[src/rtl/sdpr_pkg.sv]
`timescale 1ns / 1ps

package sdpr_pkg;

  localparam int unsigned PADDR_W = 4;

  // Register indexes, taken from paddr[3:2].
  localparam logic [1:0] REG_NORMAL_HDR = 2'd0;
  localparam logic [1:0] REG_LAST_HDR   = 2'd1;
  localparam logic [1:0] REG_CANCEL_HDR = 2'd2;

  localparam logic [7:0] NORMAL_HDR_RESET = 8'd2;
  localparam logic [7:0] LAST_HDR_RESET   = 8'd3;
  localparam logic [7:0] CANCEL_HDR_RESET = 8'd24;

  localparam logic CMD_START = 1'b0;
  localparam logic CMD_BYTE  = 1'b1;

  localparam logic NAK_BAD_HEADER = 1'b0;
  localparam logic NAK_OVERRUN    = 1'b1;

  typedef enum logic [2:0] {
    PH_IDLE   = 3'd0,
    PH_HEADER = 3'd1,
    PH_SEQ    = 3'd2,
    PH_LEN    = 3'd3,
    PH_DATA   = 3'd4,
    PH_SLEEP1 = 3'd5,
    PH_SLEEP2 = 3'd6
  } phase_t;

  typedef enum logic [1:0] {
    KIND_NORMAL = 2'd0,
    KIND_LAST   = 2'd1,
    KIND_CANCEL = 2'd2
  } kind_t;

  typedef enum logic [2:0] {
    EV_DISPLAY = 3'd0,
    EV_CMD_END = 3'd1,
    EV_ACK     = 3'd2,
    EV_CANCEL  = 3'd3,
    EV_NAK     = 3'd4
  } event_t;

  typedef struct packed {
    logic [7:0] normal_code;
    logic [7:0] last_code;
    logic [7:0] cancel_code;
  } hdr_codes_t;

  typedef struct packed {
    event_t     event_res;
    logic [7:0] display_byte;
    logic       command_start;
    logic       command_end;
    logic [7:0] sleep_loops;
    logic [7:0] sleep_exponent;
    logic       nak_code;
    logic [7:0] last_good_sequence;
  } result_t;

endpackage

[src/rtl/sequenced_display_packet_receiver.sv]
`timescale 1ns / 1ps

// Display packet receiver.
// Input stream: one word per received radio byte. tuser = 0 opens a new
// session (tdata ignored), tuser = 1 delivers tdata[7:0] with its receiver
// overrun flag in tdata[8]. Each word yields zero or one result word.
// Output stream: tuser carries the event (display byte, command end, ACK,
// cancel, NAK); tlast marks the end of a display command; tdata carries the
// byte, command start flag, sleep parameters, NAK code and last good sequence.
// A result goes into the single output register and is shown in the cycle after
// its input word is accepted; one word per cycle is taken while s_axis_tready is
// high. The header/sequence state advances in the same cycle as the accept.
// When the output is stalled the input is still taken as long as the output
// register is empty or being emptied in that cycle; otherwise tready drops.
// Reset (synchronous, rst high) restores the header codes to 2, 3 and 24, closes the
// session and empties the output register. Header codes are written through the APB
// port at byte addresses 0, 4 and 8; the user must write only while idle (not enforced).
module sequenced_display_packet_receiver (
  input  logic                         clk,
  input  logic                         rst,
  input  logic                         s_axis_tvalid,
  output logic                         s_axis_tready,
  input  logic [15:0]                  s_axis_tdata,  // rx_byte[7:0], overrun[8], zero[15:9]
  input  logic                         s_axis_tuser,  // cmd
  output logic                         m_axis_tvalid,
  input  logic                         m_axis_tready,
  // display_byte[7:0], command_start[8], sleep_loops[16:9], sleep_exponent[24:17],
  // nak_code[25], last_good_sequence[33:26], zero[39:34]
  output logic [39:0]                  m_axis_tdata,
  output logic [2:0]                   m_axis_tuser,  // event_res
  output logic                         m_axis_tlast,  // command_end
  input  logic                         psel,
  input  logic                         penable,
  input  logic                         pwrite,
  input  logic [sdpr_pkg::PADDR_W-1:0] paddr,
  input  logic [31:0]                  pwdata,
  output logic [31:0]                  prdata,
  output logic                         pready
);

  sdpr_pkg::hdr_codes_t codes;
  sdpr_pkg::result_t    res;
  sdpr_pkg::result_t    out_res;
  logic                 res_valid;
  logic                 accept;
  logic                 can_load;

  assign pready        = 1'b1;
  assign s_axis_tready = can_load;
  assign accept        = s_axis_tvalid && can_load;

  sdpr_cfg u_cfg (
    .clk     (clk),
    .rst     (rst),
    .psel    (psel),
    .penable (penable),
    .pwrite  (pwrite),
    .paddr   (paddr),
    .pwdata  (pwdata),
    .prdata  (prdata),
    .codes   (codes)
  );

  sdpr_deframer u_deframer (
    .clk       (clk),
    .rst       (rst),
    .codes     (codes),
    .accept    (accept),
    .cmd       (s_axis_tuser),
    .rx_byte   (s_axis_tdata[7:0]),
    .overrun   (s_axis_tdata[8]),
    .res_valid (res_valid),
    .res       (res)
  );

  sdpr_out_reg u_out_reg (
    .clk       (clk),
    .rst       (rst),
    .load      (res_valid),
    .load_res  (res),
    .out_ready (m_axis_tready),
    .out_valid (m_axis_tvalid),
    .out_res   (out_res),
    .can_load  (can_load)
  );

  assign m_axis_tuser = out_res.event_res;
  assign m_axis_tlast = out_res.command_end;
  assign m_axis_tdata = {6'd0,
                         out_res.last_good_sequence,
                         out_res.nak_code,
                         out_res.sleep_exponent,
                         out_res.sleep_loops,
                         out_res.command_start,
                         out_res.display_byte};

endmodule

[src/rtl/sdpr_cfg.sv]
`timescale 1ns / 1ps

module sdpr_cfg (
  input  logic                         clk,
  input  logic                         rst,
  input  logic                         psel,
  input  logic                         penable,
  input  logic                         pwrite,
  input  logic [sdpr_pkg::PADDR_W-1:0] paddr,
  input  logic [31:0]                  pwdata,
  output logic [31:0]                  prdata,
  output sdpr_pkg::hdr_codes_t         codes
);

  logic       wr_en;
  logic [1:0] reg_sel;

  assign reg_sel = paddr[3:2];
  assign wr_en   = psel && penable && pwrite;

  always_ff @(posedge clk) begin
    if (rst) begin
      codes.normal_code <= sdpr_pkg::NORMAL_HDR_RESET;
      codes.last_code   <= sdpr_pkg::LAST_HDR_RESET;
      codes.cancel_code <= sdpr_pkg::CANCEL_HDR_RESET;
    end else if (wr_en) begin
      unique case (reg_sel)
        sdpr_pkg::REG_NORMAL_HDR: codes.normal_code <= pwdata[7:0];
        sdpr_pkg::REG_LAST_HDR:   codes.last_code   <= pwdata[7:0];
        sdpr_pkg::REG_CANCEL_HDR: codes.cancel_code <= pwdata[7:0];
        default: ;
      endcase
    end
  end

  always_comb begin
    unique case (reg_sel)
      sdpr_pkg::REG_NORMAL_HDR: prdata = {24'd0, codes.normal_code};
      sdpr_pkg::REG_LAST_HDR:   prdata = {24'd0, codes.last_code};
      sdpr_pkg::REG_CANCEL_HDR: prdata = {24'd0, codes.cancel_code};
      default:                  prdata = 32'd0;
    endcase
  end

endmodule

[src/rtl/sdpr_deframer.sv]
`timescale 1ns / 1ps

module sdpr_deframer (
  input  logic                 clk,
  input  logic                 rst,
  input  sdpr_pkg::hdr_codes_t codes,
  input  logic                 accept,
  input  logic                 cmd,
  input  logic [7:0]           rx_byte,
  input  logic                 overrun,
  output logic                 res_valid,
  output sdpr_pkg::result_t    res
);

  sdpr_pkg::phase_t phase, phase_next;
  sdpr_pkg::kind_t  kind, kind_next;
  logic [7:0] expected_seq, expected_seq_next;
  logic       accepting, accepting_next;
  logic [7:0] bytes_left, bytes_left_next;
  logic       first_pending, first_pending_next;
  logic [7:0] held_loops, held_loops_next;

  sdpr_pkg::phase_t after_payload;
  logic             last_byte;
  logic             is_cancel;
  logic             is_last;
  logic             is_normal;

  always_ff @(posedge clk) begin
    if (rst) begin
      phase         <= sdpr_pkg::PH_IDLE;
      kind          <= sdpr_pkg::KIND_NORMAL;
      expected_seq  <= 8'd0;
      accepting     <= 1'b0;
      bytes_left    <= 8'd0;
      first_pending <= 1'b0;
      held_loops    <= 8'd0;
    end else begin
      phase         <= phase_next;
      kind          <= kind_next;
      expected_seq  <= expected_seq_next;
      accepting     <= accepting_next;
      bytes_left    <= bytes_left_next;
      first_pending <= first_pending_next;
      held_loops    <= held_loops_next;
    end
  end

  assign after_payload = (kind == sdpr_pkg::KIND_LAST) ? sdpr_pkg::PH_SLEEP1
                                                       : sdpr_pkg::PH_HEADER;
  assign last_byte = (bytes_left <= 8'd1);
  assign is_cancel = (rx_byte == codes.cancel_code);
  assign is_last   = (rx_byte == codes.last_code);
  assign is_normal = (rx_byte == codes.normal_code);

  always_comb begin
    phase_next         = phase;
    kind_next          = kind;
    expected_seq_next  = expected_seq;
    accepting_next     = accepting;
    bytes_left_next    = bytes_left;
    first_pending_next = first_pending;
    held_loops_next    = held_loops;
    res_valid          = 1'b0;
    res                = '0;

    if (accept) begin
      if (cmd == sdpr_pkg::CMD_START) begin
        phase_next         = sdpr_pkg::PH_HEADER;
        kind_next          = sdpr_pkg::KIND_NORMAL;
        expected_seq_next  = 8'd0;
        accepting_next     = 1'b0;
        bytes_left_next    = 8'd0;
        first_pending_next = 1'b0;
      end else begin
        unique case (phase)
          sdpr_pkg::PH_IDLE: ;
          sdpr_pkg::PH_HEADER: begin
            // Cancel wins over last, and last over normal, when codes coincide.
            if (is_cancel) begin
              kind_next  = sdpr_pkg::KIND_CANCEL;
              phase_next = sdpr_pkg::PH_SLEEP1;
            end else if (is_last || is_normal) begin
              if (overrun) begin
                phase_next             = sdpr_pkg::PH_IDLE;
                res_valid              = 1'b1;
                res.event_res          = sdpr_pkg::EV_NAK;
                res.nak_code           = sdpr_pkg::NAK_OVERRUN;
                res.last_good_sequence = expected_seq - 8'd1;
              end else begin
                kind_next  = is_last ? sdpr_pkg::KIND_LAST : sdpr_pkg::KIND_NORMAL;
                phase_next = sdpr_pkg::PH_SEQ;
              end
            end else begin
              phase_next             = sdpr_pkg::PH_IDLE;
              res_valid              = 1'b1;
              res.event_res          = sdpr_pkg::EV_NAK;
              res.nak_code           = sdpr_pkg::NAK_BAD_HEADER;
              res.last_good_sequence = expected_seq - 8'd1;
            end
          end
          sdpr_pkg::PH_SEQ: begin
            accepting_next = (rx_byte == expected_seq);
            if (rx_byte == expected_seq) begin
              expected_seq_next = expected_seq + 8'd1;
            end
            phase_next = sdpr_pkg::PH_LEN;
          end
          sdpr_pkg::PH_LEN: begin
            bytes_left_next = rx_byte;
            if (rx_byte == 8'd0) begin
              // An empty accepted command still reports its end.
              phase_next         = after_payload;
              first_pending_next = 1'b0;
              if (accepting) begin
                res_valid         = 1'b1;
                res.event_res     = sdpr_pkg::EV_CMD_END;
                res.command_start = 1'b1;
                res.command_end   = 1'b1;
              end
            end else begin
              first_pending_next = 1'b1;
              phase_next         = sdpr_pkg::PH_DATA;
            end
          end
          sdpr_pkg::PH_DATA: begin
            first_pending_next = 1'b0;
            if (last_byte) begin
              bytes_left_next = 8'd0;
              phase_next      = after_payload;
            end else begin
              bytes_left_next = bytes_left - 8'd1;
            end
            if (accepting) begin
              res_valid         = 1'b1;
              res.event_res     = sdpr_pkg::EV_DISPLAY;
              res.display_byte  = rx_byte;
              res.command_start = first_pending;
              res.command_end   = last_byte;
            end
          end
          sdpr_pkg::PH_SLEEP1: begin
            held_loops_next = rx_byte;
            phase_next      = sdpr_pkg::PH_SLEEP2;
          end
          sdpr_pkg::PH_SLEEP2: begin
            if (kind == sdpr_pkg::KIND_CANCEL) begin
              phase_next         = sdpr_pkg::PH_IDLE;
              res_valid          = 1'b1;
              res.event_res      = sdpr_pkg::EV_CANCEL;
              res.sleep_loops    = held_loops;
              res.sleep_exponent = rx_byte;
            end else if (accepting) begin
              phase_next         = sdpr_pkg::PH_IDLE;
              res_valid          = 1'b1;
              res.event_res      = sdpr_pkg::EV_ACK;
              res.sleep_loops    = held_loops;
              res.sleep_exponent = rx_byte;
            end else begin
              // A dropped last packet leaves the session open.
              phase_next = sdpr_pkg::PH_HEADER;
            end
          end
          default: ;
        endcase
      end
    end
  end

  a_start_clears: assert property (@(posedge clk) disable iff (rst)
    accept && cmd == sdpr_pkg::CMD_START
      |=> phase == sdpr_pkg::PH_HEADER && expected_seq == 8'd0 && !accepting)
    else $error("start word did not reopen the session");

  a_nak_closes: assert property (@(posedge clk) disable iff (rst)
    res_valid && res.event_res == sdpr_pkg::EV_NAK |=> phase == sdpr_pkg::PH_IDLE)
    else $error("session still open after a NAK");

  a_data_count: assert property (@(posedge clk) disable iff (rst)
    phase == sdpr_pkg::PH_DATA |-> bytes_left != 8'd0)
    else $error("payload phase with no bytes left");

  a_ack_accepted: assert property (@(posedge clk) disable iff (rst)
    res_valid && res.event_res == sdpr_pkg::EV_ACK
      |-> accepting && kind == sdpr_pkg::KIND_LAST)
    else $error("ACK for a packet that was not accepted");

endmodule

[src/rtl/sdpr_out_reg.sv]
`timescale 1ns / 1ps

module sdpr_out_reg (
  input  logic              clk,
  input  logic              rst,
  input  logic              load,
  input  sdpr_pkg::result_t load_res,
  input  logic              out_ready,
  output logic              out_valid,
  output sdpr_pkg::result_t out_res,
  output logic              can_load
);

  // The stage frees up in the same cycle its word is taken.
  assign can_load = !out_valid || out_ready;

  always_ff @(posedge clk) begin
    if (rst) begin
      out_valid <= 1'b0;
    end else if (load) begin
      out_valid <= 1'b1;
    end else if (out_ready) begin
      out_valid <= 1'b0;
    end
  end

  always_ff @(posedge clk) begin
    if (load) begin
      out_res <= load_res;
    end
  end

endmodule

[config.mk]
export PLATFORM = sky130hd
export DESIGN_NAME = sequenced_display_packet_receiver
export DESIGN_NICKNAME = d
export VERILOG_FILES = /design/src/rtl/sdpr_pkg.sv /design/src/rtl/sequenced_display_packet_receiver.sv /design/src/rtl/sdpr_cfg.sv /design/src/rtl/sdpr_deframer.sv /design/src/rtl/sdpr_out_reg.sv
export SDC_FILE = /design/constraint.sdc
export NUM_CORES = 1
export LEC_CHECK = 0
export BUFFER_PORTS_ARGS = -buffer_cell sky130_fd_sc_hd__buf_2
export CAP_MARGIN = 25
export CORE_ASPECT_RATIO = 0.75
export CORE_UTILIZATION = 30
export CTS_CLUSTER_DIAMETER = 50
export CTS_CLUSTER_SIZE = 30
export DETAILED_ROUTE_END_ITERATION = 12
export PLACE_DENSITY_LB_ADDON = 0.2
export REMOVE_ABC_BUFFERS = 1
export SLEW_MARGIN = 20
export SYNTH_ARGS = -nofsm -noshare
export SYNTH_HDL_FRONTEND = slang
export SYNTH_HIERARCHICAL = 1
export SYNTH_SLANG_ARGS = --single-unit
[constraint.sdc]
create_clock -name clk -period 6.15 [get_ports clk]
set_clock_uncertainty 0.2 [all_clocks]
set_input_delay 0.615 -clock clk [delete_from_list [all_inputs] [get_ports clk]]
set_output_delay 0.615 -clock clk [all_outputs]
set_load 0.1 [all_outputs]
==> After elaboration in Yosys (flattened, before gate mapping) <==
Cells that the tools add are included.
{ "classes": {"n_eq_ne": 22, "bitwise": 4, "mux": 55, "n_addsub": 3, "n_reduce_logical": 23, "n_lt_le_gt_ge": 1} }
{ "ops": {"columns": ["cell", "n"], "rows": [
  ["$mux 8", 6],
  ["$mux 3", 12],
  ["$eq 8x8->1", 4],
  ["$mux 16", 2],
  ["$pmux 8 s3", 1],
  ["$mux 2", 10],
  ["$pmux 3 s6", 1],
  ["$mux 1", 17],
  ["$pmux 8 s2", 1],
  ["$sub 8x1->8 const B", 2],
  ["$pmux 3 s4", 1],
  ["$reduce_and 2->1", 6],
  ["$reduce_and 3->1", 4],
  ["$eq 3x3->1 const B", 3],
  ["$mux 9", 1],
  ["$add 8x1->8 const B", 1],
  ["$le 8x1->1 const B", 1],
  ["$logic_not 8->1", 1],
  ["$reduce_and 4->1", 2],
  ["$ne 7x1->1 const B", 1],
  ["$eq 3x2->1 const B", 2],
  ["$ne 2x1->1 const B", 3],
  ["$ne 3x1->1 const B", 2],
  ["$ne 3x2->1 const B", 2],
  ["other kinds (14)", 22]
]} }
{ "word_totals": {"ff_bits": 94, "inputBits": 60, "output_inout_bits": 79} }

==> Longest topological paths before layout <==
Gate-level depths: netlist of run 1.
{ "logic_depth": {"depth_word": 8, "depth_mapped": 10, "mapped_depth_nobuf": 9} }

==> Modules after synthesis <==
The synthesis of run 1 kept the hierarchy.
{ "modules_own_cells": {"columns": ["mod", "seq_area_each_um2", "cells_per_inst", "area_per_inst_um2", "instances"], "rows": [
  ["sdpr_deframer", 620.6, 348, 2760.1, 1],
  ["sdpr_cfg", 480.5, 149, 1376.3, 1],
  ["sdpr_out_reg", 1161.1, 42, 1187.4, 1],
  ["sequenced_display_packet_receiver", 0.0, 10, 66.3, 1]
]} }

==> Worst setup path before layout of run 1 <==
Ideal clock, no wire load.
{ "synth_timing": {"kind": "register -> register", "startpoint": "reg u_out_reg.out_valid", "endpoint": "reg u_out_reg/out_res[0] (netlist name)", "setup_time_ps": 493, "n_path_buf": 1, "setup_slack_ps": 896, "t_arrival_ps": 4561, "path_stages_with_launch": 6, "cell_sequence": "dfxtp_1 nand2b_4 and2_1 buf_2 nand2_2 o31ai_1"} }
{ "synth_between": {"elab_chain_len": 4} }
{ "synth_rtl": {"columns": ["element", "line", "text"], "rows": [
  ["start: declaration", "sdpr_out_reg.sv:9", "output logic out_valid,"],
  ["start signal: assignment", "sdpr_out_reg.sv:19", "out_valid <= 1'b0;"],
  ["start signal: assignment", "sdpr_out_reg.sv:21", "out_valid <= 1'b1;"],
  ["start signal: assignment", "sdpr_out_reg.sv:23", "out_valid <= 1'b0;"],
  ["$logic_not 1->1", "sdpr_out_reg.sv:15", "assign can_load = !out_valid || out_ready;"],
  ["$logic_or 1x1->1", "sdpr_out_reg.sv:15", null],
  ["via s_axis_tready", "sequenced_display_packet_receiver.sv:22", "output logic s_axis_tready,"],
  ["$logic_and 1x1->1", "sequenced_display_packet_receiver.sv:50", "assign accept = s_axis_tvalid && can_load;"],
  ["via accept", "sequenced_display_packet_receiver.sv:45", "logic accept;"],
  ["$mux 1", "sdpr_deframer.sv:67", "if (accept) begin"],
  ["via res_valid", "sequenced_display_packet_receiver.sv:44", "logic res_valid;"]
]} }
The timed path passes the listed nets, and every way through them passes these cells.
A chain may end at the register's enable or synchronous reset.

==> Final worst setup path of run 1 <==
{ "layout_timing": {"startpoint": "in s_axis_tdata[2]", "endpoint": "reg u_out_reg/out_res[34] (netlist name)"} }
{ "layout_between": {"elab_chain_len": 7, "word_cells_on_any_way": 11} }
{ "layout_rtl": {"columns": ["element", "line", "text"], "rows": [
  ["start: declaration", "sequenced_display_packet_receiver.sv:23", "input logic [15:0] s_axis_tdata,"],
  ["$eq 8x8->1, on equally long branches", "sdpr_deframer.sv:53, sdpr_deframer.sv:54", null],
  ["$logic_or 1x1->1", "sdpr_deframer.sv:83", "end else if (is_last || is_normal) begin"],
  ["$mux 1", "sdpr_deframer.sv:83", null],
  ["$mux 1", "sdpr_deframer.sv:80", "if (is_cancel) begin"],
  ["$pmux 1 s4 (*)", "sdpr_deframer.sv:76", "unique case (phase)"],
  ["$mux 1 (*)", "sdpr_deframer.sv:68", "if (cmd == sdpr_pkg::CMD_START) begin"],
  ["$mux 1 (*)", "sdpr_deframer.sv:67", null],
  ["via res_valid", "sequenced_display_packet_receiver.sv:44", null]
]} }
Mark *: on every way through the listed nets, which the timed path passes. The rest lies on a longest branch.

==> results of run 1 <==
-- flip-flops by register name, indices dropped and copies added, names as in the netlist --
| name | count |
|---|---|
| u_deframer/held_loops | 8 |
| u_deframer/first_pending | 1 |
| u_out_reg/out_valid | 1 |
| u_deframer/expected_seq | 8 |
| u_deframer/accepting | 1 |
| u_deframer/phase | 3 |
| u_cfg/codes | 24 |
| u_out_reg/out_res | 38 |
| u_deframer/kind | 2 |
| u_deframer/bytes_left | 8 |
-- metrics by stage --
step | std cells | setup WS (ns)
2_1_floorplan | 513 | 0.857
3_3_place_gp | 831 | 2.48
3_5_place_dp | 831 | 2.49
4_1_cts | 847 | 2.86
5_1_grt | 848 | 2.66
6_report | 848 | 2.83
-- worst min path at each step --
stage | end | slack [ns]
2_1_floorplan | u_deframer/held_loops[0] | 0.25
3_3_place_gp | u_deframer/held_loops[0] | 0.27
3_5_place_dp | u_deframer/held_loops[2] | 0.28
4_1_cts | u_deframer/held_loops[2] | 0.29
5_1_grt | u_deframer/held_loops[3] | 0.32
6_report | u_deframer/held_loops[3] | 0.29
-- where the power goes --
part	total [mW]	internal, mW	switching (mW)
clock	0.551	0.285	0.266
combinational	0.223	0.0364	0.186
sequential	0.656	0.651	0.00515
total	1.43	0.972	0.457
-- layer usage --
| layer | up-vias | routed length, um | global-route usage |
|---|---|---|---|
| li1 | 1947 | - | - |
| met1 | 1888 | 6420 | 0.203 |
| met2 | 153 | 5670 | 0.219 |
| met3 | 16 | 873 | 0.0412 |
| met4 | 0 | 198 | 0.0374 |
| met5 | - | 0 | 0 |
-- critical path: stages --
cell     delay (ns)
buf_2          0.33
xor2_1         0.13
nor4_1         0.68
a22oi_1        0.33
o21ai_2        0.53
o31ai_4        0.21
buf_4          0.31
-- cells by family (layout without fill, tap and decap cells) --
group	after synthesis	count (layout)	synth area share
other cells	3	31	0.00209
simple gates	214	214	0.220
xor+xnor	45	45	0.0884
compound gates	70	70	0.0912
flops	94	94	0.420
mux	42	42	0.0780
buf+inv	77	106	0.0917
fa+ha+maj	4	4	0.00929
-- layout make-up --
cell class,instances,area share
Clock buffer,9,0.0371
Sequential cell,94,0.373
Clock inverter,7,0.0113
Tap cell,242,0.0499
Inverter,13,0.00804
Timing Repair Buffer,77,0.0668
Multi-Input combinational cell,406,0.454
-- Yosys cell counts, drive strengths merged, types with 4 or more instances --
| cell type | number |
|---|---|
| nor2 | 51 |
| buf | 57 |
| xor2 | 27 |
| nand3 | 14 |
| a22oi | 7 |
| o31ai | 5 |
| o21ai | 24 |
| dfxtp | 56 |
| and2 | 27 |
| nor4 | 11 |
| nor2b | 5 |
| nor3 | 10 |
| inv | 13 |
| xnor2 | 18 |
| a22o | 5 |
| edfxtp | 38 |
| mux2i | 42 |
| nor3b | 5 |
| a21oi | 6 |
| ha | 4 |
| clkbuf | 7 |
| nand2 | 40 |
| nand2b | 28 |
==> results.yml, run 1 <==
power_and_ir_drop:
  irDropWorstVdd_mv: 0.105
  p_leak_nw: 2.42
  power_density_nw_per_um2: 236
  power_mw: 1.43
global_routing:
  grt_max_degree: 61
  grt_first_pass_wirelength_um: 20600
  antenna_found_initial: 0
  grt_pass1_vias: 3809
  grt_overflow: 0
  grt_use_total: 0.146
critical_path:
  start_kind: "input pin"
  ff2ff_setup_slack_ns: 2.97
  r2r-end: "u_out_reg/out_res[34]"
  required_ns: 6.00
  cp-endpoint: "u_out_reg/out_res[34]"
  crit_path_start: "s_axis_tdata[2]"
  worst_r2r_path_depth: 8
  reg2reg_from: "u_out_reg/out_valid"
  end_kind: "flip-flop"
  crit_arrival_ns: 3.17
  path_class: "input pin to flip-flop"
  worstPathMaxFanout: 35
sta:
  fmax_mhz: 301
  finalSetupViolCount: 0
  fin_crit_ns: 3.32
  worst_pin_slew_ns: 0.871
  finalCritPeriodShare: 0.540
  slew_viol_final: 0
  hold_slack_ns: 0.295
  maxSlewHeadroom: 0.415
  rsz0062_at_grt: "false"
  fin_setup_tns_ns: 0
  hold_violations: 0
drt:
  vias: 4004
  drt-initial-drc-count: 216
  ant_nets: 0
  wl_per_cell_um: 15.5
  viasPerCell: 4.72
  wirelength_um: 13200
  drc_errors: 0
  firstDrtPassIters: 4
cts:
  ctsHoldBuffers: 0
  cts_resized: 0
  post_cts_buffers: 0
  cts_made_buffers: 9
  clock-sinks: 94
  htreeDepth: 3
  clk_pin_slew_ns: 0.07
  clockBufferDepth: 2
  worst_skew_pair.late_latency_ns: 0.35
  cts_tree: "done"
  cts_root_buffer: "clkbuf_16"
place:
  finalWeightedCongestion: 0.783
  io_buffers: 74
  dp_hpwl_um: 8970
  place_area_um2: 5750
floorplan:
  num_io_pins: 139
  fp.dieH_um: 118
  std_cell_rows: 42
  dieArea_um2: 18500
  start_util: 0.306
  die_w_um: 157
  core_area_um2: 17600
logic_synthesis:
  yosys_warnings: 6
  synth-seq-cells: 94
  async_flop_share: 0
  synth.distinct_cells: 67
  avgSynthCellArea_um2: 9.82
  yosys.area.top_type: "edfxtp_1"
  synth_seq_area_share: 0.420
  synth-edff-count: 38
  synthTopCellsByArea: "edfxtp_1, dfxtp_1, mux2i_1, buf_4, xor2_1"
  syn_area_um2: 5390
  synth-main-ff-cell: "dfxtp_1"
  netlist.area_leader.share: 0.212
  netlist_instances: 549
flow_run:
  cap_viol_max_count: 0
cells_and_area:
  final_common_cell: "buf_2"
  seq_area_um2: 2260
  fin_nets: 665
  multi_input_area_um2: 2750
  nFillCells: 1803
  antenna_cells: 0
  areaGrowthSynthToFinish_pct: 12.5
  final_cell_mix: "buf_2, dfxtp_1, nor2_1"
  drive_gt1_frac: 0.191
  postLayoutCellArea_um2: 6070
  finish.utilization: 0.345
worst_hold_path:
  hold_class: "flip-flop to flip-flop"
  hp-start: "u_deframer/held_loops[3]"
  min_path_cells: 2
outcome:
  status: "completed"
Note: power is estimated with default switching activity, not from simulation.
==> inputs of run 2 (changes only) <==
Clock period 6.15 ns to 3 ns, I/O delays scaled along.
==> run 2 against run 1 <==
  * Design area grew 2.2%
  * Clock power increased by 100%
  * Die area stayed put
==> results.yml, run 2 (synthesis gave the netlist of run 1 again) <==
outcome:
  status: "completed"
cells_and_area:
  finish.utilization: 0.352
  multi_input_area_um2: 2750
  largest_reg_flops: 38
  seq_area_um2: 2260
  areaGrowthSynthToFinish_pct: 15.0
  top_regs: "u_out_reg/out_res (38), u_cfg/codes (24)"
  regMostFlops: "u_out_reg/out_res"
  fin_nets: 683
  antenna_cells: 0
  final_cell_mix: "buf_2, dfxtp_1, nor2_1"
  nFillCells: 1827
  drive_gt1_frac: 0.215
  final_common_cell: "buf_2"
cts:
  cts_tree: "done"
  cts_root_buffer: "clkbuf_16"
  clock-sinks: 94
  worst_skew_pair.late_latency_ns: 0.34
  htreeDepth: 3
  clockBufferDepth: 2
  clk_pin_slew_ns: 0.07
  cts_resized: 0
  ctsHoldBuffers: 0
  cts_made_buffers: 9
  post_cts_buffers: 0
drt:
  vias: 4046
  wirelength_um: 13200
  wl_per_cell_um: 15.2
  wl_met3_um: 740
  top_layer: "met4"
  firstDrtPassIters: 4
  drt-initial-drc-count: 192
  viasPerCell: 4.67
  ant_nets: 0
  met2_length_um: 5690
  m1WireLength_um: 6620
  drc_errors: 0
sta:
  maxSlewHeadroom: 0.553
  finalCritPeriodShare: 0.864
  fin_crit_ns: 2.59
  slew_viol_final: 0
  fmax_mhz: 386
  rsz0062_at_grt: "false"
  worst_pin_slew_ns: 0.667
  worst_slack_ns: 0.407
  hold_slack_ns: 0.0321
  finalSetupViolCount: 0
  hold_violations: 0
power_and_ir_drop:
  power_density_nw_per_um2: 474
  p_leak_nw: 2.51
  power_frac_clock: 0.382
  combPwrFrac: 0.161
  p_int_mw: 2.00
  sequentialPowerShare: 0.457
  p_switching_mw: 0.935
  power_mw: 2.93
  sw_frac_of_total: 0.318
  irDropWorstVdd_mv: 0.229
critical_path:
  path_class: "flip-flop to flip-flop"
  crit_path_start: "u_deframer/phase[2]"
  crit_arrival_ns: 2.43
  start_kind: "flip-flop"
  end_kind: "flip-flop"
  worst_r2r_path_depth: 6
  r2r-end: "u_out_reg/out_res[10]"
  cp-endpoint: "u_out_reg/out_res[10]"
  worstPathMaxFanout: 35
  required_ns: 2.84
  ff2ff_setup_slack_ns: 0.41
  reg2reg_from: "u_deframer/phase[2]"
global_routing:
  antenna_found_initial: 0
  grt_pass1_vias: 3874
  grt_first_pass_wirelength_um: 20800
  grt_overflow: 0
  grt_use_total: 0.146
  grt_max_degree: 40
floorplan:
  die_w_um: 157
  dieArea_um2: 18500
  fp.dieH_um: 118
  core_area_um2: 17600
  std_cell_rows: 42
  num_io_pins: 139
  start_util: 0.306
place:
  dp_slack_ns: 0.360
  finalWeightedCongestion: 0.813
  dp_hpwl_um: 9450
  io_buffers: 74
worst_hold_path:
  hold_class: "input pin to flip-flop"
flow_run:
  cap_viol_max_count: 0
run 2: cell count changes in the layout (fill, tap and decap cells not counted):
cell	delta
inv_8	-2
clkinvlp_4	-1
inv_6	+3
buf_4	+18
run 2: worst max-delay path, stage by stage (launching register included):
cell,delay (ns)
dfxtp_1,0.39
or3b_2,0.50
nor2_1,0.15
a21boi_0,0.41
o21ai_2,0.20
o31ai_4,0.15
buf_12,0.27
run 2: metal layers:
metal,GRT usage,vias to the layer above
met5,0,-
met2,0.218,137
met1,0.211,1914
li1,-,1983
met4,0.0362,0
met3,0.0346,12
run 2: power by group through the flow:
| stage | registers, mW | logic, mW | clock network [mW] |
|---|---|---|---|
| 2_1_floorplan | 1.43 | 0.291 | 0 |
| 3_3_place_gp | 1.37 | 0.471 | 0 |
| 3_5_place_dp | 1.37 | 0.472 | 0 |
| 4_1_cts | 1.34 | 0.473 | 1.16 |
| 5_1_grt | 1.34 | 0.493 | 1.21 |
| 6_report | 1.34 | 0.472 | 1.12 |
run 2: worst min-delay path by stage:
stage,end,slack [ns],depth (start not counted),start
2_1_floorplan,u_out_reg/out_valid,0.16,1,rst
3_3_place_gp,u_deframer/held_loops[4],0.27,2,u_deframer/held_loops[4]
3_5_place_dp,u_deframer/held_loops[7],0.28,2,u_deframer/held_loops[7]
4_1_cts,u_cfg/codes[3],0.03,3,pwdata[3]
5_1_grt,u_cfg/codes[3],0.03,3,pwdata[3]
6_report,u_cfg/codes[3],0.03,3,pwdata[3]
run 2: final cells by class:
class,count,share of cell area
Multi-Input combinational cell,406,0.444
Sequential cell,94,0.365
Timing Repair Buffer,95,0.0872
Tap cell,242,0.0489
Clock buffer,9,0.0363
Clock inverter,7,0.0105
Inverter,13,0.00787
run 2: stage by stage:
stage                     instances  TNS (ns)  cell area (um2)
after CTS                       866         0             6200
after global routing            866         0             6200
after global placement          850         0             5910
after detailed placement        850         0             5910
after floorplan                 513    -89.56             5050
final                           866         0             6200
==> inputs of run 3 (changes only) <==
Settings changed: CORE_UTILIZATION 30 to 45.
==> run 3 against run 2 <==
  * Final cell count down 9.8%
  * Wire length decreased by 9.4%
  * Clock power hardly changed
  * Fmax is 0.17% higher
  * Critical path depth unchanged
  * Die area down 33%
  * Critical endpoint is now u_out_reg/out_res[35]
==> results.yml, run 3 (synthesis gave the netlist of run 1 again) <==
critical_path:
  cp-endpoint: "u_out_reg/out_res[35]"
  worstPathMaxFanout: 21
  path_class: "flip-flop to flip-flop"
  cp_num_buf_inv: 1
  crit_arrival_ns: 2.42
  cp_cell_sequence: "or3b_2 > nor2_1 > a21boi_0 > o21ai_2 > o31ai_4 > buf_4"
  slowest_stage: "or3b_2"
  cp_num_cells: 6
  crit_family: "simple AND/OR/NAND/NOR gates"
  required_ns: 2.83
  ff2ff_setup_slack_ns: 0.41
  reg2reg_from: "u_deframer/phase[1]"
  crit_path_start: "u_deframer/phase[1]"
  worst_r2r_path_depth: 6
  end_kind: "flip-flop"
  r2r-end: "u_out_reg/out_res[35]"
  slowest_delay_ns: 0.53
  start_kind: "flip-flop"
global_routing:
  antenna_found_initial: 0
  grt_first_pass_wirelength_um: 19200
  grt_pass1_vias: 3676
  grt_use_total: 0.200
  grt_max_degree: 46
  grt_overflow: 0
cts:
  post_cts_buffers: 0
  cts_tree: "done"
  htreeDepth: 3
  cts_resized: 0
  clk_pin_slew_ns: 0.07
  ctsHoldBuffers: 0
  clock-sinks: 94
  cts_root_buffer: "clkbuf_16"
  cts_made_buffers: 9
  worst_skew_pair.late_latency_ns: 0.35
  clockBufferDepth: 2
sta:
  rsz0062_at_grt: "false"
  slew_viol_final: 0
  fmax_mhz: 386
  hold_violations: 0
  fin_crit_ns: 2.59
  finalSetupViolCount: 0
  maxSlewHeadroom: 0.454
  finalCritPeriodShare: 0.863
  worst_pin_slew_ns: 0.812
drt:
  firstDrtPassIters: 5
  vias: 4024
  drc_errors: 0
  wl_per_cell_um: 15.3
  wirelength_um: 11900
  viasPerCell: 5.15
  drt-initial-drc-count: 315
  ant_nets: 0
cells_and_area:
  drive_gt1_frac: 0.208
  areaGrowthSynthToFinish_pct: 12.1
  largest_reg_flops: 38
  top_regs: "u_out_reg/out_res (38), u_cfg/codes (24)"
  regMostFlops: "u_out_reg/out_res"
  finish.utilization: 0.520
  antenna_cells: 0
  final_cell_mix: "buf_2, dfxtp_1, nor2_1"
  fin_nets: 678
  nFillCells: 1083
  postLayoutCellArea_um2: 6040
  final_common_cell: "buf_2"
  seq_area_um2: 2260
  multi_input_area_um2: 2750
floorplan:
  start_util: 0.464
  core_area_um2: 11600
  num_io_pins: 139
  std_cell_rows: 34
  dieArea_um2: 12400
  die_w_um: 128
  fp.dieH_um: 96.8
place:
  finalWeightedCongestion: 0.898
  dp_hpwl_um: 8350
  place_area_um2: 5760
  io_buffers: 74
flow_run:
  cap_viol_max_count: 0
worst_hold_path:
  hold_class: "input pin to flip-flop"
power_and_ir_drop:
  power_mw: 2.92
  power_density_nw_per_um2: 484
  p_leak_nw: 2.48
  irDropWorstVdd_mv: 0.231
outcome:
  status: "completed"
[run 3: cell type report]
cell class / instances / share of cell area
Multi-Input combinational cell: 406 / 0.455
Sequential cell: 94 / 0.374
Timing Repair Buffer: 90 / 0.0812
Inverter: 13 / 0.00807
Tap cell: 162 / 0.0335
Clock buffer: 9 / 0.0373
Clock inverter: 7 / 0.0101
[run 3: how the worst min path moves through the flow]
stage	startpoint	to	slack, ns	cells past startpoint
after floorplan	rst	u_out_reg/out_valid	0.16	1
after global placement	u_deframer/held_loops[3]	u_deframer/held_loops[3]	0.26	2
after detailed placement	u_deframer/held_loops[3]	u_deframer/held_loops[3]	0.28	2
after CTS	pwdata[1]	u_cfg/codes[1]	0.02	3
after global routing	m_axis_tready	u_out_reg/out_valid	0.04	3
final	pwdata[1]	u_cfg/codes[1]	0.02	3
[run 3: metrics by stage]
step           std cells  hold slack (ns)  worst slack [ns]  setup TNS [ns]
2_1_floorplan        513            0.162             -2.29          -89.56
3_3_place_gp         765            0.264             0.420               0
3_5_place_dp         765            0.278             0.377               0
4_1_cts              781           0.0155             0.424               0
5_1_grt              781           0.0382             0.277               0
6_report             781           0.0227             0.411               0
[run 3: tightest hold or removal path, cell delays in order]
cell and delay (ns):
buf_2 0.11, nand2b_1 0.06, mux2i_1 0.06
[run 3: layer usage]
metal	track usage	up-vias	wire length, um
met5	0	-	0
met4	0.0615	0	146
met2	0.294	156	5120
li1	-	1967	-
met3	0.0387	16	769
met1	0.294	1885	5910
[run 3: report_power, final]
group | internal, mW | switching (mW)
registers | 1.33 | 0.00648
logic | 0.0800 | 0.384
clock network | 0.582 | 0.537
